## src/rtl/core/sltseq_pkg.sv

```systemverilog
`default_nettype none

package sltseq_pkg;

	localparam int PHASE_W  = 7;
	localparam int SLOT_W   = PHASE_W - 2;
	localparam int PULSE_W  = 16;
	localparam int LIMIT_W  = 16;
	localparam int CREDIT_W = 8;
	localparam int SEC_W    = 8;

	localparam int CFG_ADDR_W = 2;
	localparam int CFG_DATA_W = 16;

	// configuration register indexes
	localparam logic [CFG_ADDR_W-1:0] CFG_AUTO_DOWN_LIMIT        = 2'd0;
	localparam logic [CFG_ADDR_W-1:0] CFG_WATCHDOG_CREDIT_RELOAD = 2'd1;

	localparam logic [LIMIT_W-1:0]  AUTO_DOWN_LIMIT_RST = 16'd14400;
	localparam logic [CREDIT_W-1:0] CREDIT_RELOAD_RST   = 8'd10;
	localparam logic [CREDIT_W-1:0] CREDIT_RST          = 8'd10;

	// 0.1 s slots that mark the one- and two-second boundaries (40 Hz tick / 4)
	localparam logic [SLOT_W-1:0] SLOT_ONE_SEC = 5'd10;
	localparam logic [SLOT_W-1:0] SLOT_TWO_SEC = 5'd20;

	typedef struct packed {
		logic                is_down;
		logic                auto_down_mode;
		logic [LIMIT_W-1:0]  auto_down_elapsed;
		logic [PULSE_W-1:0]  pulse_count_now;
		logic                watchdog_reload;
	} tick_t;

endpackage

`default_nettype wire

```

## src/rtl/core/status_led_tick_sequencer_top.sv

```systemverilog
`default_nettype none

// Status LED tick sequencer. Each input transaction is one 40 Hz tick; each
// tick yields exactly one result transaction carrying the green LED level, the
// watchdog kick, the pulse count latched at the last one-second boundary and a
// wrapping seconds count. A tick is registered on entry and its result in the
// output register as the output advances; one tick is taken every cycle unless
// the output stalls, with a single pass of counter and compare logic between
// the input and output registers. The two-second LED pattern is chosen every
// fourth tick from the phase counter and the status flags. Configuration
// writes take effect at once and are meant to be issued while the block is idle.
module status_led_tick_sequencer_top (
	input  wire                                 clk,
	input  wire                                 arst_n,
	input  wire                                 cfg_wr_en,
	input  wire [sltseq_pkg::CFG_ADDR_W-1:0]    cfg_addr,
	input  wire [sltseq_pkg::CFG_DATA_W-1:0]    cfg_wdata,
	input  wire                                 in_valid,
	output logic                                in_ready,
	input  wire                                 is_down,
	input  wire                                 auto_down_mode,
	input  wire [sltseq_pkg::LIMIT_W-1:0]       auto_down_elapsed,
	input  wire [sltseq_pkg::PULSE_W-1:0]       pulse_count_now,
	input  wire                                 watchdog_reload,
	output logic                                out_valid,
	input  wire                                 out_ready,
	output logic                                led_green,
	output logic                                watchdog_kick,
	output logic [sltseq_pkg::PULSE_W-1:0]      pulse_snapshot,
	output logic [sltseq_pkg::SEC_W-1:0]        seconds_count
);
	import sltseq_pkg::*;

	logic [LIMIT_W-1:0]  limit_q;
	logic [CREDIT_W-1:0] reload_q;

	logic                tick_valid_s1;
	tick_t               tick_s1;

	logic [PHASE_W-1:0]  phase_q;
	logic                led_hold_q;
	logic [PULSE_W-1:0]  last_pulse_q;
	logic [PULSE_W-1:0]  pulse_latch_q;
	logic [SEC_W-1:0]    second_q;
	logic [CREDIT_W-1:0] credit_q;

	logic                out_valid_q;
	logic                led_q;
	logic                kick_q;

	logic                advance;
	logic                manual_down, auto_up, wait_done, waiting;
	logic [CREDIT_W-1:0] credit_base, credit_d;
	logic                kick_d;
	logic [PHASE_W-1:0]  phase_inc, phase_d;
	logic [SLOT_W-1:0]   slot;
	logic                led_hold_d;
	logic                latch_en;
	logic                led_d;

	assign advance  = !out_valid_q || out_ready;
	assign in_ready = !tick_valid_s1 || advance;

	always_comb begin
		manual_down = !tick_s1.auto_down_mode && tick_s1.is_down;
		auto_up     = tick_s1.auto_down_mode && !tick_s1.is_down;
		wait_done   = auto_up && (tick_s1.auto_down_elapsed == limit_q);
		waiting     = auto_up && (tick_s1.auto_down_elapsed < limit_q);

		// reload before the kick
		credit_base = tick_s1.watchdog_reload ? reload_q : credit_q;
		kick_d      = (credit_base != '0);
		credit_d    = kick_d ? credit_base - 1'b1 : credit_base;

		phase_inc  = phase_q + 1'b1;
		slot       = phase_inc[PHASE_W-1:2];
		phase_d    = phase_inc;
		led_hold_d = led_hold_q;
		latch_en   = 1'b0;

		if (phase_inc[1:0] == 2'b00) begin
			case (slot) inside
				5'd1, 5'd5, 5'd7, 5'd9:
					led_hold_d = manual_down;
				5'd3:
					led_hold_d = manual_down || waiting;
				5'd2, 5'd4, 5'd6, 5'd8:
					led_hold_d = manual_down || wait_done;
				5'd12, 5'd14, 5'd16, 5'd18:
					led_hold_d = wait_done;
				5'd11, 5'd13, 5'd15, 5'd17, 5'd19:
					led_hold_d = 1'b0;
				SLOT_ONE_SEC: begin
					led_hold_d = wait_done;
					latch_en   = 1'b1;
				end
				SLOT_TWO_SEC: begin
					phase_d    = '0;
					led_hold_d = tick_s1.is_down || tick_s1.auto_down_mode;
					latch_en   = 1'b1;
				end
				default: ;
			endcase
		end

		// invert for this tick on a pulse while down
		led_d = led_hold_d ^ ((tick_s1.pulse_count_now != last_pulse_q) && tick_s1.is_down);
	end

	always_ff @(posedge clk or negedge arst_n) begin
		if (!arst_n) begin
			limit_q  <= AUTO_DOWN_LIMIT_RST;
			reload_q <= CREDIT_RELOAD_RST;
		end else if (cfg_wr_en) begin
			unique case (cfg_addr)
				CFG_AUTO_DOWN_LIMIT:        limit_q  <= cfg_wdata[LIMIT_W-1:0];
				CFG_WATCHDOG_CREDIT_RELOAD: reload_q <= cfg_wdata[CREDIT_W-1:0];
				default: ;
			endcase
		end
	end

	always_ff @(posedge clk or negedge arst_n) begin
		if (!arst_n) begin
			tick_valid_s1 <= 1'b0;
		end else if (in_ready) begin
			tick_valid_s1 <= in_valid;
		end
	end

	always_ff @(posedge clk) begin
		if (in_ready && in_valid) begin
			tick_s1 <= '{is_down: is_down, auto_down_mode: auto_down_mode,
				auto_down_elapsed: auto_down_elapsed, pulse_count_now: pulse_count_now,
				watchdog_reload: watchdog_reload};
		end
	end

	always_ff @(posedge clk or negedge arst_n) begin
		if (!arst_n) begin
			phase_q       <= '0;
			led_hold_q    <= 1'b0;
			last_pulse_q  <= '0;
			pulse_latch_q <= '0;
			second_q      <= '0;
			credit_q      <= CREDIT_RST;
			out_valid_q   <= 1'b0;
		end else if (advance) begin
			out_valid_q <= tick_valid_s1;
			if (tick_valid_s1) begin
				phase_q      <= phase_d;
				led_hold_q   <= led_hold_d;
				last_pulse_q <= tick_s1.pulse_count_now;
				credit_q     <= credit_d;
				if (latch_en) begin
					pulse_latch_q <= last_pulse_q;
					second_q      <= second_q + 1'b1;
				end
			end
		end
	end

	always_ff @(posedge clk) begin
		if (advance && tick_valid_s1) begin
			led_q  <= led_d;
			kick_q <= kick_d;
		end
	end

	assign out_valid      = out_valid_q;
	assign led_green      = led_q;
	assign watchdog_kick  = kick_q;
	assign pulse_snapshot = pulse_latch_q;
	assign seconds_count  = second_q;

endmodule

`default_nettype wire

```

## config.mk

```make
export PLATFORM = sky130hd
export DESIGN_NAME = status_led_tick_sequencer_top
export DESIGN_NICKNAME = d
export VERILOG_FILES = /design/src/rtl/core/sltseq_pkg.sv /design/src/rtl/core/status_led_tick_sequencer_top.sv
export SDC_FILE = /design/constraint.sdc
export NUM_CORES = 1
export LEC_CHECK = 0
export ABC_AREA = 1
export BUFFER_PORTS_ARGS = -buffer_cell sky130_fd_sc_hd__buf_2
export CORE_UTILIZATION = 36
export CTS_CLUSTER_SIZE = 16
export DETAILED_ROUTE_END_ITERATION = 8
export RECOVER_POWER = 100
export SYNTH_ARGS = -nofsm -noshare
export SYNTH_HDL_FRONTEND = slang
export SYNTH_SLANG_ARGS = --single-unit
```

## constraint.sdc

```tcl
create_clock -name clk -period 5.2 [get_ports clk]
set_clock_uncertainty 0.1 [all_clocks]
set_input_delay 0.52 -clock clk [delete_from_list [all_inputs] [get_ports clk]]
set_output_delay 0.52 -clock clk [all_outputs]
set_load 0.01 [all_outputs]
```

* Word level (Yosys, flattened, before mapping)
Cells that the tools add are included.
** Cells by class
- Reductions and logical operators :: 27
- Bitwise operators :: 1
- Multiplexer cells :: 26
- Equality and inequality tests :: 23
- Magnitude comparators :: 1
- $add $sub $neg :: 3
** Operator list (count)
- two-way mux 7 bit :: 8
- == test 5 x 4 -> 1 bit, second input constant :: 8
- == test 5 bit, second input constant :: 5
- == test 5 x 3 -> 1 bit, second input constant :: 4
- == test 16 bit :: 1
- less-than comparator 16 bit :: 1
- two-way mux 1 bit :: 16
- two-way mux 8 bit :: 2
- inequality test 16 bit :: 1
- OR reduction 4 bit :: 3
- == test 5 x 2 -> 1 bit, second input constant :: 2
- adder 8 x 1 -> 8 bit, second input constant :: 1
- nonzero test 8 bit :: 1
- subtractor 8 x 1 -> 8 bit, second input constant :: 1
- adder 7 x 1 -> 7 bit, second input constant :: 1
- logical AND 1 bit :: 7
- AND reduction 2 bit :: 3
- == test 5 x 1 -> 1 bit, second input constant :: 1
- logical OR 1 bit :: 5
- OR reduction 5 bit :: 1
- logical NOT 1 bit :: 4
- logical NOT 2 bit :: 2
- AND reduction 3 bit :: 1
- == test 2 x 1 -> 1 bit, second input constant :: 1
- bitwise XOR 1 bit :: 1
** Word-level totals
- Output and inout port bits :: 28
- Bits in registers :: 119
- Logic and storage cells :: 98

* Logic depth before layout (Yosys ltp)
Gate-level depths: netlist of the first run.
- Word-level depth :: 11
- Gate-level depth with buffers :: 18
- Gate-level depth less buffers :: 18

* Worst setup path after synthesis of the first run
OpenSTA, ideal clock, no wires.
- Kind :: flip-flop to flip-flop
- From :: register tick_s1[0] in the netlist's numbering
- To :: register credit_q[7]
- Data required time :: 4979 ps
- Setup time :: 121 ps
- Path slack :: 3056 ps
- Data arrival time :: 1923 ps
- Cell stages (with the launch flop) :: 13
- Clock period less this slack :: 2144 ps
- Cell sequence :: edfxtp_1 -> buf_4 -> inv_1 -> or2_2 -> o21ai_0 -> ha_1 -> nand3_1 -> nor2_1 -> nand3_1 -> nand3b_4 -> nand2_1 -> nor2_1 -> a22o_1
** Between the ends
- Cells in the longest elaborated chain, start to end :: 3
** RTL lines
- start: declaration :: line status_led_tick_sequencer_top.sv:38 : tick_t tick_s1;
- start signal: assignment :: line status_led_tick_sequencer_top.sv:133 : tick_s1 <= '{is_down: is_down, auto_down_mode: auto_down_mode,
- two-way mux 8 bit :: line status_led_tick_sequencer_top.sv:71 : credit_base = tick_s1.watchdog_reload ? reload_q : credit_q;
- nonzero test 8 bit :: line status_led_tick_sequencer_top.sv:72 : kick_d = (credit_base != '0);
- net kick_d :: line status_led_tick_sequencer_top.sv:54 : logic kick_d;
- two-way mux 8 bit :: line status_led_tick_sequencer_top.sv:73 : credit_d = kick_d ? credit_base - 1'b1 : credit_base;
- end signal: assignment :: line status_led_tick_sequencer_top.sv:154 : credit_q <= credit_d;
- end: declaration :: line status_led_tick_sequencer_top.sv:45 : logic [CREDIT_W-1:0] credit_q;
The timed path passes the listed nets, and every way through them passes these cells.
A chain may end at the register's enable or synchronous reset.

==> results.sh, run 1 <==
export IMPL_die_y_um=127.1
export IMPL_yosysTopAreaCellShare_pct=32.87
export IMPL_cp_max_fo=46
export IMPL_finalHoldViolCount=0
export IMPL_io_buffers=85
export IMPL_drt_iter0_drc=241
export IMPL_root_buffer="clkbuf_16"
export IMPL_end_kind="asynchronous set/reset pin"
export IMPL_boundaryPins=86
export IMPL_firstDrtPassIters=5
export IMPL_numCtsBuffers=17
export IMPL_hold_path_class="in -> reg"
export IMPL_reg2reg_slack_ns=2.45
export IMPL_switching_power_w=0.0008950
export IMPL_drc=0
export IMPL_dp_cells=904
export IMPL_cts_clk_slew_worst_paths_ns=0.06
export IMPL_ir_drop_mv=0.2721
export IMPL_htree_levels=4
export IMPL_switching_share_pct=29.47
export IMPL_async_reset_ff_share_pct=68.91
export IMPL_max_freq_mhz=297.7
export IMPL_dpl_cell_area_um2=6272
export IMPL_synth_cells=619
export IMPL_synthFlopType="dfrtp_1"
export IMPL_n_antenna_cell=0
export IMPL_ys_ff_latch=119
export IMPL_synth_avg_cell_area_um2=9.100
export IMPL_crit_type="in -> async"
export IMPL_initial_core_util_pct=36.92
export IMPL_synth_most_common_cell="nand2_1"
export IMPL_fin_crit_sh_pct=64.60
export IMPL_cp_data_required_time_ns=5.43
export IMPL_comb_power_share_pct=20.0
export IMPL_final_cells=937
export IMPL_vias=4380
export IMPL_dieArea_um2=16150
export IMPL_routedWlPerCell_um=12.48
export IMPL_area_growth_syn_to_layout_pct=20.17
export IMPL_antenna_found_initial=0
export IMPL_period_minus_slack_ns=3.359
export IMPL_fin_tns_setup_ns=0
export IMPL_final_util_pct=44.36
export IMPL_power_density_nw_per_um2=448.6
export IMPL_worst_pin_slew_ns=2.199
export IMPL_grt_use_total_pct=15.90
export IMPL_ys_seq_area_share_pct=56.33
export IMPL_gp_congestion=0.8638
export IMPL_clkPwrFrac_pct=39.1
export IMPL_drt_wl_total_um=11690
export IMPL_status="complete, but fails checks"
export IMPL_leakagePower_nw=3.277
export IMPL_insertion_delay_ns=0.42
export IMPL_synth_edf_count=37
export IMPL_grt_max_degree=54
export IMPL_violations="max-capacitance violations, max-slew violations"
export IMPL_grt_pass1_vias=4193
export IMPL_arrival_ns=3.59
export IMPL_start_kind="primary input"
export IMPL_drv_slew=128
export IMPL_final_area_um2=6769
export IMPL_maxCapViolCount=3
export IMPL_synth_area_leaders="dfrtp_1 33%, edfxtp_1 20%, nand2_1 12%"
export IMPL_chipWidth_um=127.1
export IMPL_grt_pass1_wl_um=19910
export IMPL_avgViaCountPerCell=4.674
export IMPL_nets=791
export IMPL_ant_nets=0
export IMPL_relSlewSlack_pct=-46.57
export IMPL_ys_top_cells_by_count="179 x nand2_1, 83 x inv_1, 74 x dfrtp_1"
export IMPL_pwr_share_seq_pct=40.9
export IMPL_cts_tree="yes"
export IMPL_clkSinkCount=119
export IMPL_synth_warnings=0
export IMPL_core_area_um2=15260
export IMPL_synth_top_area_cell="dfrtp_1"
export IMPL_power_w=0.003037
export IMPL_synth_area_um2=5633
export IMPL_clk_path_buf_depth=2
export IMPL_p_int_w=0.002142
export IMPL_drive_gt1_share_pct=14.33
export IMPL_setup_violations=0
export IMPL_std_cell_rows=45
export IMPL_grt_ovfl_total=0
export IMPL_syn_num_nets=697
export IMPL_dp_hpwl_um=8057
export IMPL_rsz0062_at_grt="false"
export IMPL_synth_cell_type_count=37
[path summary, 6_finish.rpt]
kind	cells after the start	from	end
min in group asynchronous	2	arst_n	pulse_snapshot[7]
worst max-delay path	3	arst_n	limit_q[15]
worst max register to register	4	out_valid	tick_s1[32]
worst min-delay path	1	auto_down_elapsed[11]	tick_s1[28]
worst min register to register	2	credit_q[1]	credit_q[1]
max in group clk	4	out_valid	tick_s1[32]
[sequential cells by signal (all words and copies together), names as in the netlist]
register and cells:
phase_q 7, tick_valid_s1 1, out_valid 1, tick_s1 35
limit_q 16, watchdog_kick 1, reload_q 8, led_green 1
credit_q 8, pulse_snapshot 16, led_hold_q 1, seconds_count 8
last_pulse_q 16
[layout make-up]
cell class,instances,area (um^2)
fill,1500,8489
sequential,119,3173
multi-input combinational,399,1988
clock buffer,23,478.0
timing repair buffer,90,417.9
inverter,86,324.1
tap,211,264.0
clock inverter,9,123.9
[per-stage QoR]
stage	hold WS, ns	worst slack (ns)
5_1_grt	0.1554	1.201
3_5_place_dp	0.3596	2.692
6_report	0.1744	1.841
3_3_place_gp	0.3544	2.764
2_1_floorplan	0.1244	3.056
4_1_cts	0.1563	2.673
[per-layer routing]
layer	vias to the layer above	global-route usage, %	share of wire [%]
met1	2034	20.10	47
li1	2189	-	-
met5	-	0	0
met2	132	25.31	46
met4	0	7.773	1.9
met3	25	4.271	5.1
[critical path, cell delays in order]
cell	delay (ns)
dlygate4sd3_1	0.52
clkbuf_1	1.39
clkbuf_2	1.11
[cell families (layout without fill, tap and decap cells)]
group | count (synthesis) | after routing | share of synthesized area [%]
AOI/OAI and AO/OA | 91 | 91 | 8.819
DFF | 119 | 119 | 56.33
adders and majority gates | 20 | 20 | 4.442
xor gates and xnor gates | 13 | 13 | 2.021
and+or+nand+nor | 273 | 273 | 20.81
buffers and inverters | 101 | 208 | 7.219
muxes | 2 | 2 | 0.3554
[layout by cell type (no fill, tap or decap), types with 2 or more instances in the layout]
cell type,synthesis,layout
a21oi_1,15,15
buf_2,0,55
bufinv_16,0,3
clkbuf_1,10,35
clkbuf_16,0,17
clkbuf_8,0,3
clkinv_2,1,5
dfrtp_1,74,74
dfstp_2,8,8
edfxtp_1,37,37
ha_1,20,20
inv_1,83,84
mux2i_1,2,2
nand2_1,179,179
nand3_1,27,28
nand3b_1,2,3
nand4_1,14,14
nor2_1,35,37
nor2_2,4,3
nor3_1,1,2
nor4_1,2,2
o21ai_0,64,71
or2_2,3,3
xnor2_1,4,4
xor2_1,9,9
[power by group through the flow]
stage	sequential [W]	combinational, W	clock [W]
after floorplan	0.00123	0.000462	0
after global placement	0.00125	0.000598	0
after detailed placement	0.00125	0.000626	0
after CTS	0.00124	0.000630	0.00122
after global routing	0.00126	0.000713	0.00126
final	0.00124	0.000607	0.00119
[what timing repair did]
action                                 4_1_cts  5_1_grt
hold buffers                                 1        0
setup buffers                                0        0
endpoints found under the hold margin       36        0
gates resized for setup                      0        0
Power figures use the tool's default switching activity.
==> run 2, diff against run 1 <==
==> constraint.sdc (replaced) <==
create_clock -name clk -period 3.5 [get_ports clk]
set_clock_uncertainty 0.1 [all_clocks]
set_input_delay 0.35 -clock clk [delete_from_list [all_inputs] [get_ports clk]]
set_output_delay 0.35 -clock clk [all_outputs]
set_load 0.01 [all_outputs]
==> run 2 against run 1 <==
  * The run still ends with max-capacitance violations, max-slew violations left
  * Sequential power increased by 48%
  * Sequential share of layout area decreased by 1.3 points
  * Clock power increased by 39%
  * Routed wire length increased by 0.54%
  * Critical endpoint is now credit_q[1]
  * Power increased by 45%
  * Utilization increased by 1.2 points
  * First-iteration DRC count increased by 2.9%
  * Sequential cell count unchanged
  * Register-to-register slack got worse by 1.8 ns
  * Clock-buffer cell count increased by 5
  * Non-clock buffer count increased by 24
==> results.sh, run 2 (synthesis results as in run 1) <==
export IMPL_status="complete, but fails checks"
export IMPL_violations="max-capacitance violations, max-slew violations"
export IMPL_root_buffer="clkbuf_16"
export IMPL_fin_crit_sh_pct=80.42
export IMPL_dpl_cell_area_um2=6292
export IMPL_grt_use_total_pct=15.96
export IMPL_drt_iter0_drc=248
export IMPL_end_kind="register"
export IMPL_leakagePower_nw=3.340
export IMPL_start_kind="register"
export IMPL_insertion_delay_ns=0.42
export IMPL_vias=4393
export IMPL_reg2reg_slack_ns=0.69
export IMPL_ant_nets=0
export IMPL_core_area_um2=15260
export IMPL_drt_wl_total_um=11750
export IMPL_maxCapViolCount=2
export IMPL_arrival_ns=3.05
export IMPL_dp_cells=905
export IMPL_finalHoldViolCount=0
export IMPL_n_antenna_cell=0
export IMPL_ir_drop_mv=0.4287
export IMPL_cp_max_fo=10
export IMPL_crit_type="reg -> reg"
export IMPL_num_fill_cells=1465
export IMPL_rsz0062_at_grt="false"
export IMPL_setup_violations=0
export IMPL_power_w=0.004407
export IMPL_cp_data_required_time_ns=3.74
export IMPL_hold_path_class="in -> reg"
export IMPL_chipWidth_um=127.1
export IMPL_grt_pass1_wl_um=20070
export IMPL_boundaryPins=86
export IMPL_final_area_um2=6955
export IMPL_dieArea_um2=16150
export IMPL_cts_tree="yes"
export IMPL_gp_congestion=0.8785
export IMPL_max_freq_mhz=355.3
export IMPL_grt_max_degree=60
export IMPL_largest_register_ffs=35
export IMPL_period_minus_slack_ns=2.815
export IMPL_std_cell_rows=45
export IMPL_clk_path_buf_depth=2
export IMPL_power_density_nw_per_um2=633.6
export IMPL_firstDrtPassIters=4
export IMPL_grt_pass1_vias=4318
export IMPL_cts_clk_slew_worst_paths_ns=0.05
export IMPL_post_cts_setup_buffers=0
export IMPL_post_place_ws_ns=0.9399
export IMPL_clkSinkCount=119
export IMPL_htree_levels=4
export IMPL_dp_hpwl_um=8197
export IMPL_final_cell_mix="179 x nand2_1, 84 x inv_1, 74 x dfrtp_1"
export IMPL_io_buffers=85
export IMPL_final_cells=961
export IMPL_drv_slew=114
export IMPL_grt_ovfl_total=0
export IMPL_top_register="tick_s1"
export IMPL_layout_commonest_cell="nand2_1"
export IMPL_routedWlPerCell_um=12.23
export IMPL_fin_tns_setup_ns=0
export IMPL_antenna_found_initial=0
export IMPL_avgViaCountPerCell=4.571
export IMPL_nets=815
export IMPL_initial_core_util_pct=36.92
export IMPL_relSlewSlack_pct=-32.13
export IMPL_area_growth_syn_to_layout_pct=23.48
export IMPL_drc=0
export IMPL_worst_pin_slew_ns=1.982
export IMPL_die_y_um=127.1
export IMPL_setup_slack_ns=0.6853
export IMPL_drive_gt1_share_pct=12.93
export IMPL_numCtsBuffers=17
==> run 2: where the power goes <==
group          internal (W)  leakage (nW)  switching [W]  total, W
Sequential          0.00169          1.38       0.000149   0.00184
Clock               0.00108         0.268       0.000568   0.00165
Combinational      0.000340          1.69       0.000579  0.000920
==> run 2: timing repair <==
| action | CTS | global route |
|---|---|---|
| resized for setup | 0 | 0 |
| hold endpoints to repair | 74 | 1 |
| hold buffers | 23 | 1 |
| setup endpoints to repair | 0 | 0 |
==> run 2: cell type report <==
class | instances | area, um^2 | share of cell area, %
Clock buffer | 28 | 486.7 | 6.998
Multi-Input combinational cell | 399 | 1991 | 28.62
Timing Repair Buffer | 114 | 648.1 | 9.318
Clock inverter | 4 | 68.82 | 0.9894
Inverter | 86 | 324.1 | 4.659
Sequential cell | 119 | 3173 | 45.62
Tap cell | 211 | 264.0 | 3.796
==> run 2: per-stage QoR <==
step | hold slack [ns] | utilization (%)
6_report | 0.02136 | 45.58
5_1_grt | 0.0001811 | 45.58
4_1_cts | 0.0006711 | 46.39
3_5_place_dp | 0.3612 | 41.24
3_3_place_gp | 0.3561 | 41.24
2_1_floorplan | -0.04559 | -
==> run 2: final timing paths <==
path	start	end	cells past startpoint
max	tick_s1[0]	credit_q[1]	11
min	pulse_count_now[6]	tick_s1[7]	1
max reg2reg	tick_s1[0]	credit_q[1]	11
min reg2reg	seconds_count[7]	seconds_count[7]	1
max in group asynchronous	arst_n	last_pulse_q[14]	3
min in group asynchronous	arst_n	pulse_snapshot[3]	2
==> run 2: per-layer routing <==
metal  wire length (um)  part of all wire, %  vias up  global-route usage (%)
li1                   -                    -     2235                       -
met1               5757                   49     2014                   20.30
met2               5185                   44      129                   25.11
met3                626                  5.3       15                   5.109
met4                184                  1.6        0                   6.723
met5                  0                    0        -                       0
==> run 2: critical path: stages, from the launching register on <==
cell and delay (ns):
edfxtp_1 0.55, inv_1 0.15, or2_2 0.29, o21ai_0 0.13, ha_1 0.25, nand3_1 0.10, nor2_1 0.16, nand3_1 0.13
nand3b_1 0.41, a21oi_1 0.25, o21ai_0 0.15, nand2_1 0.08
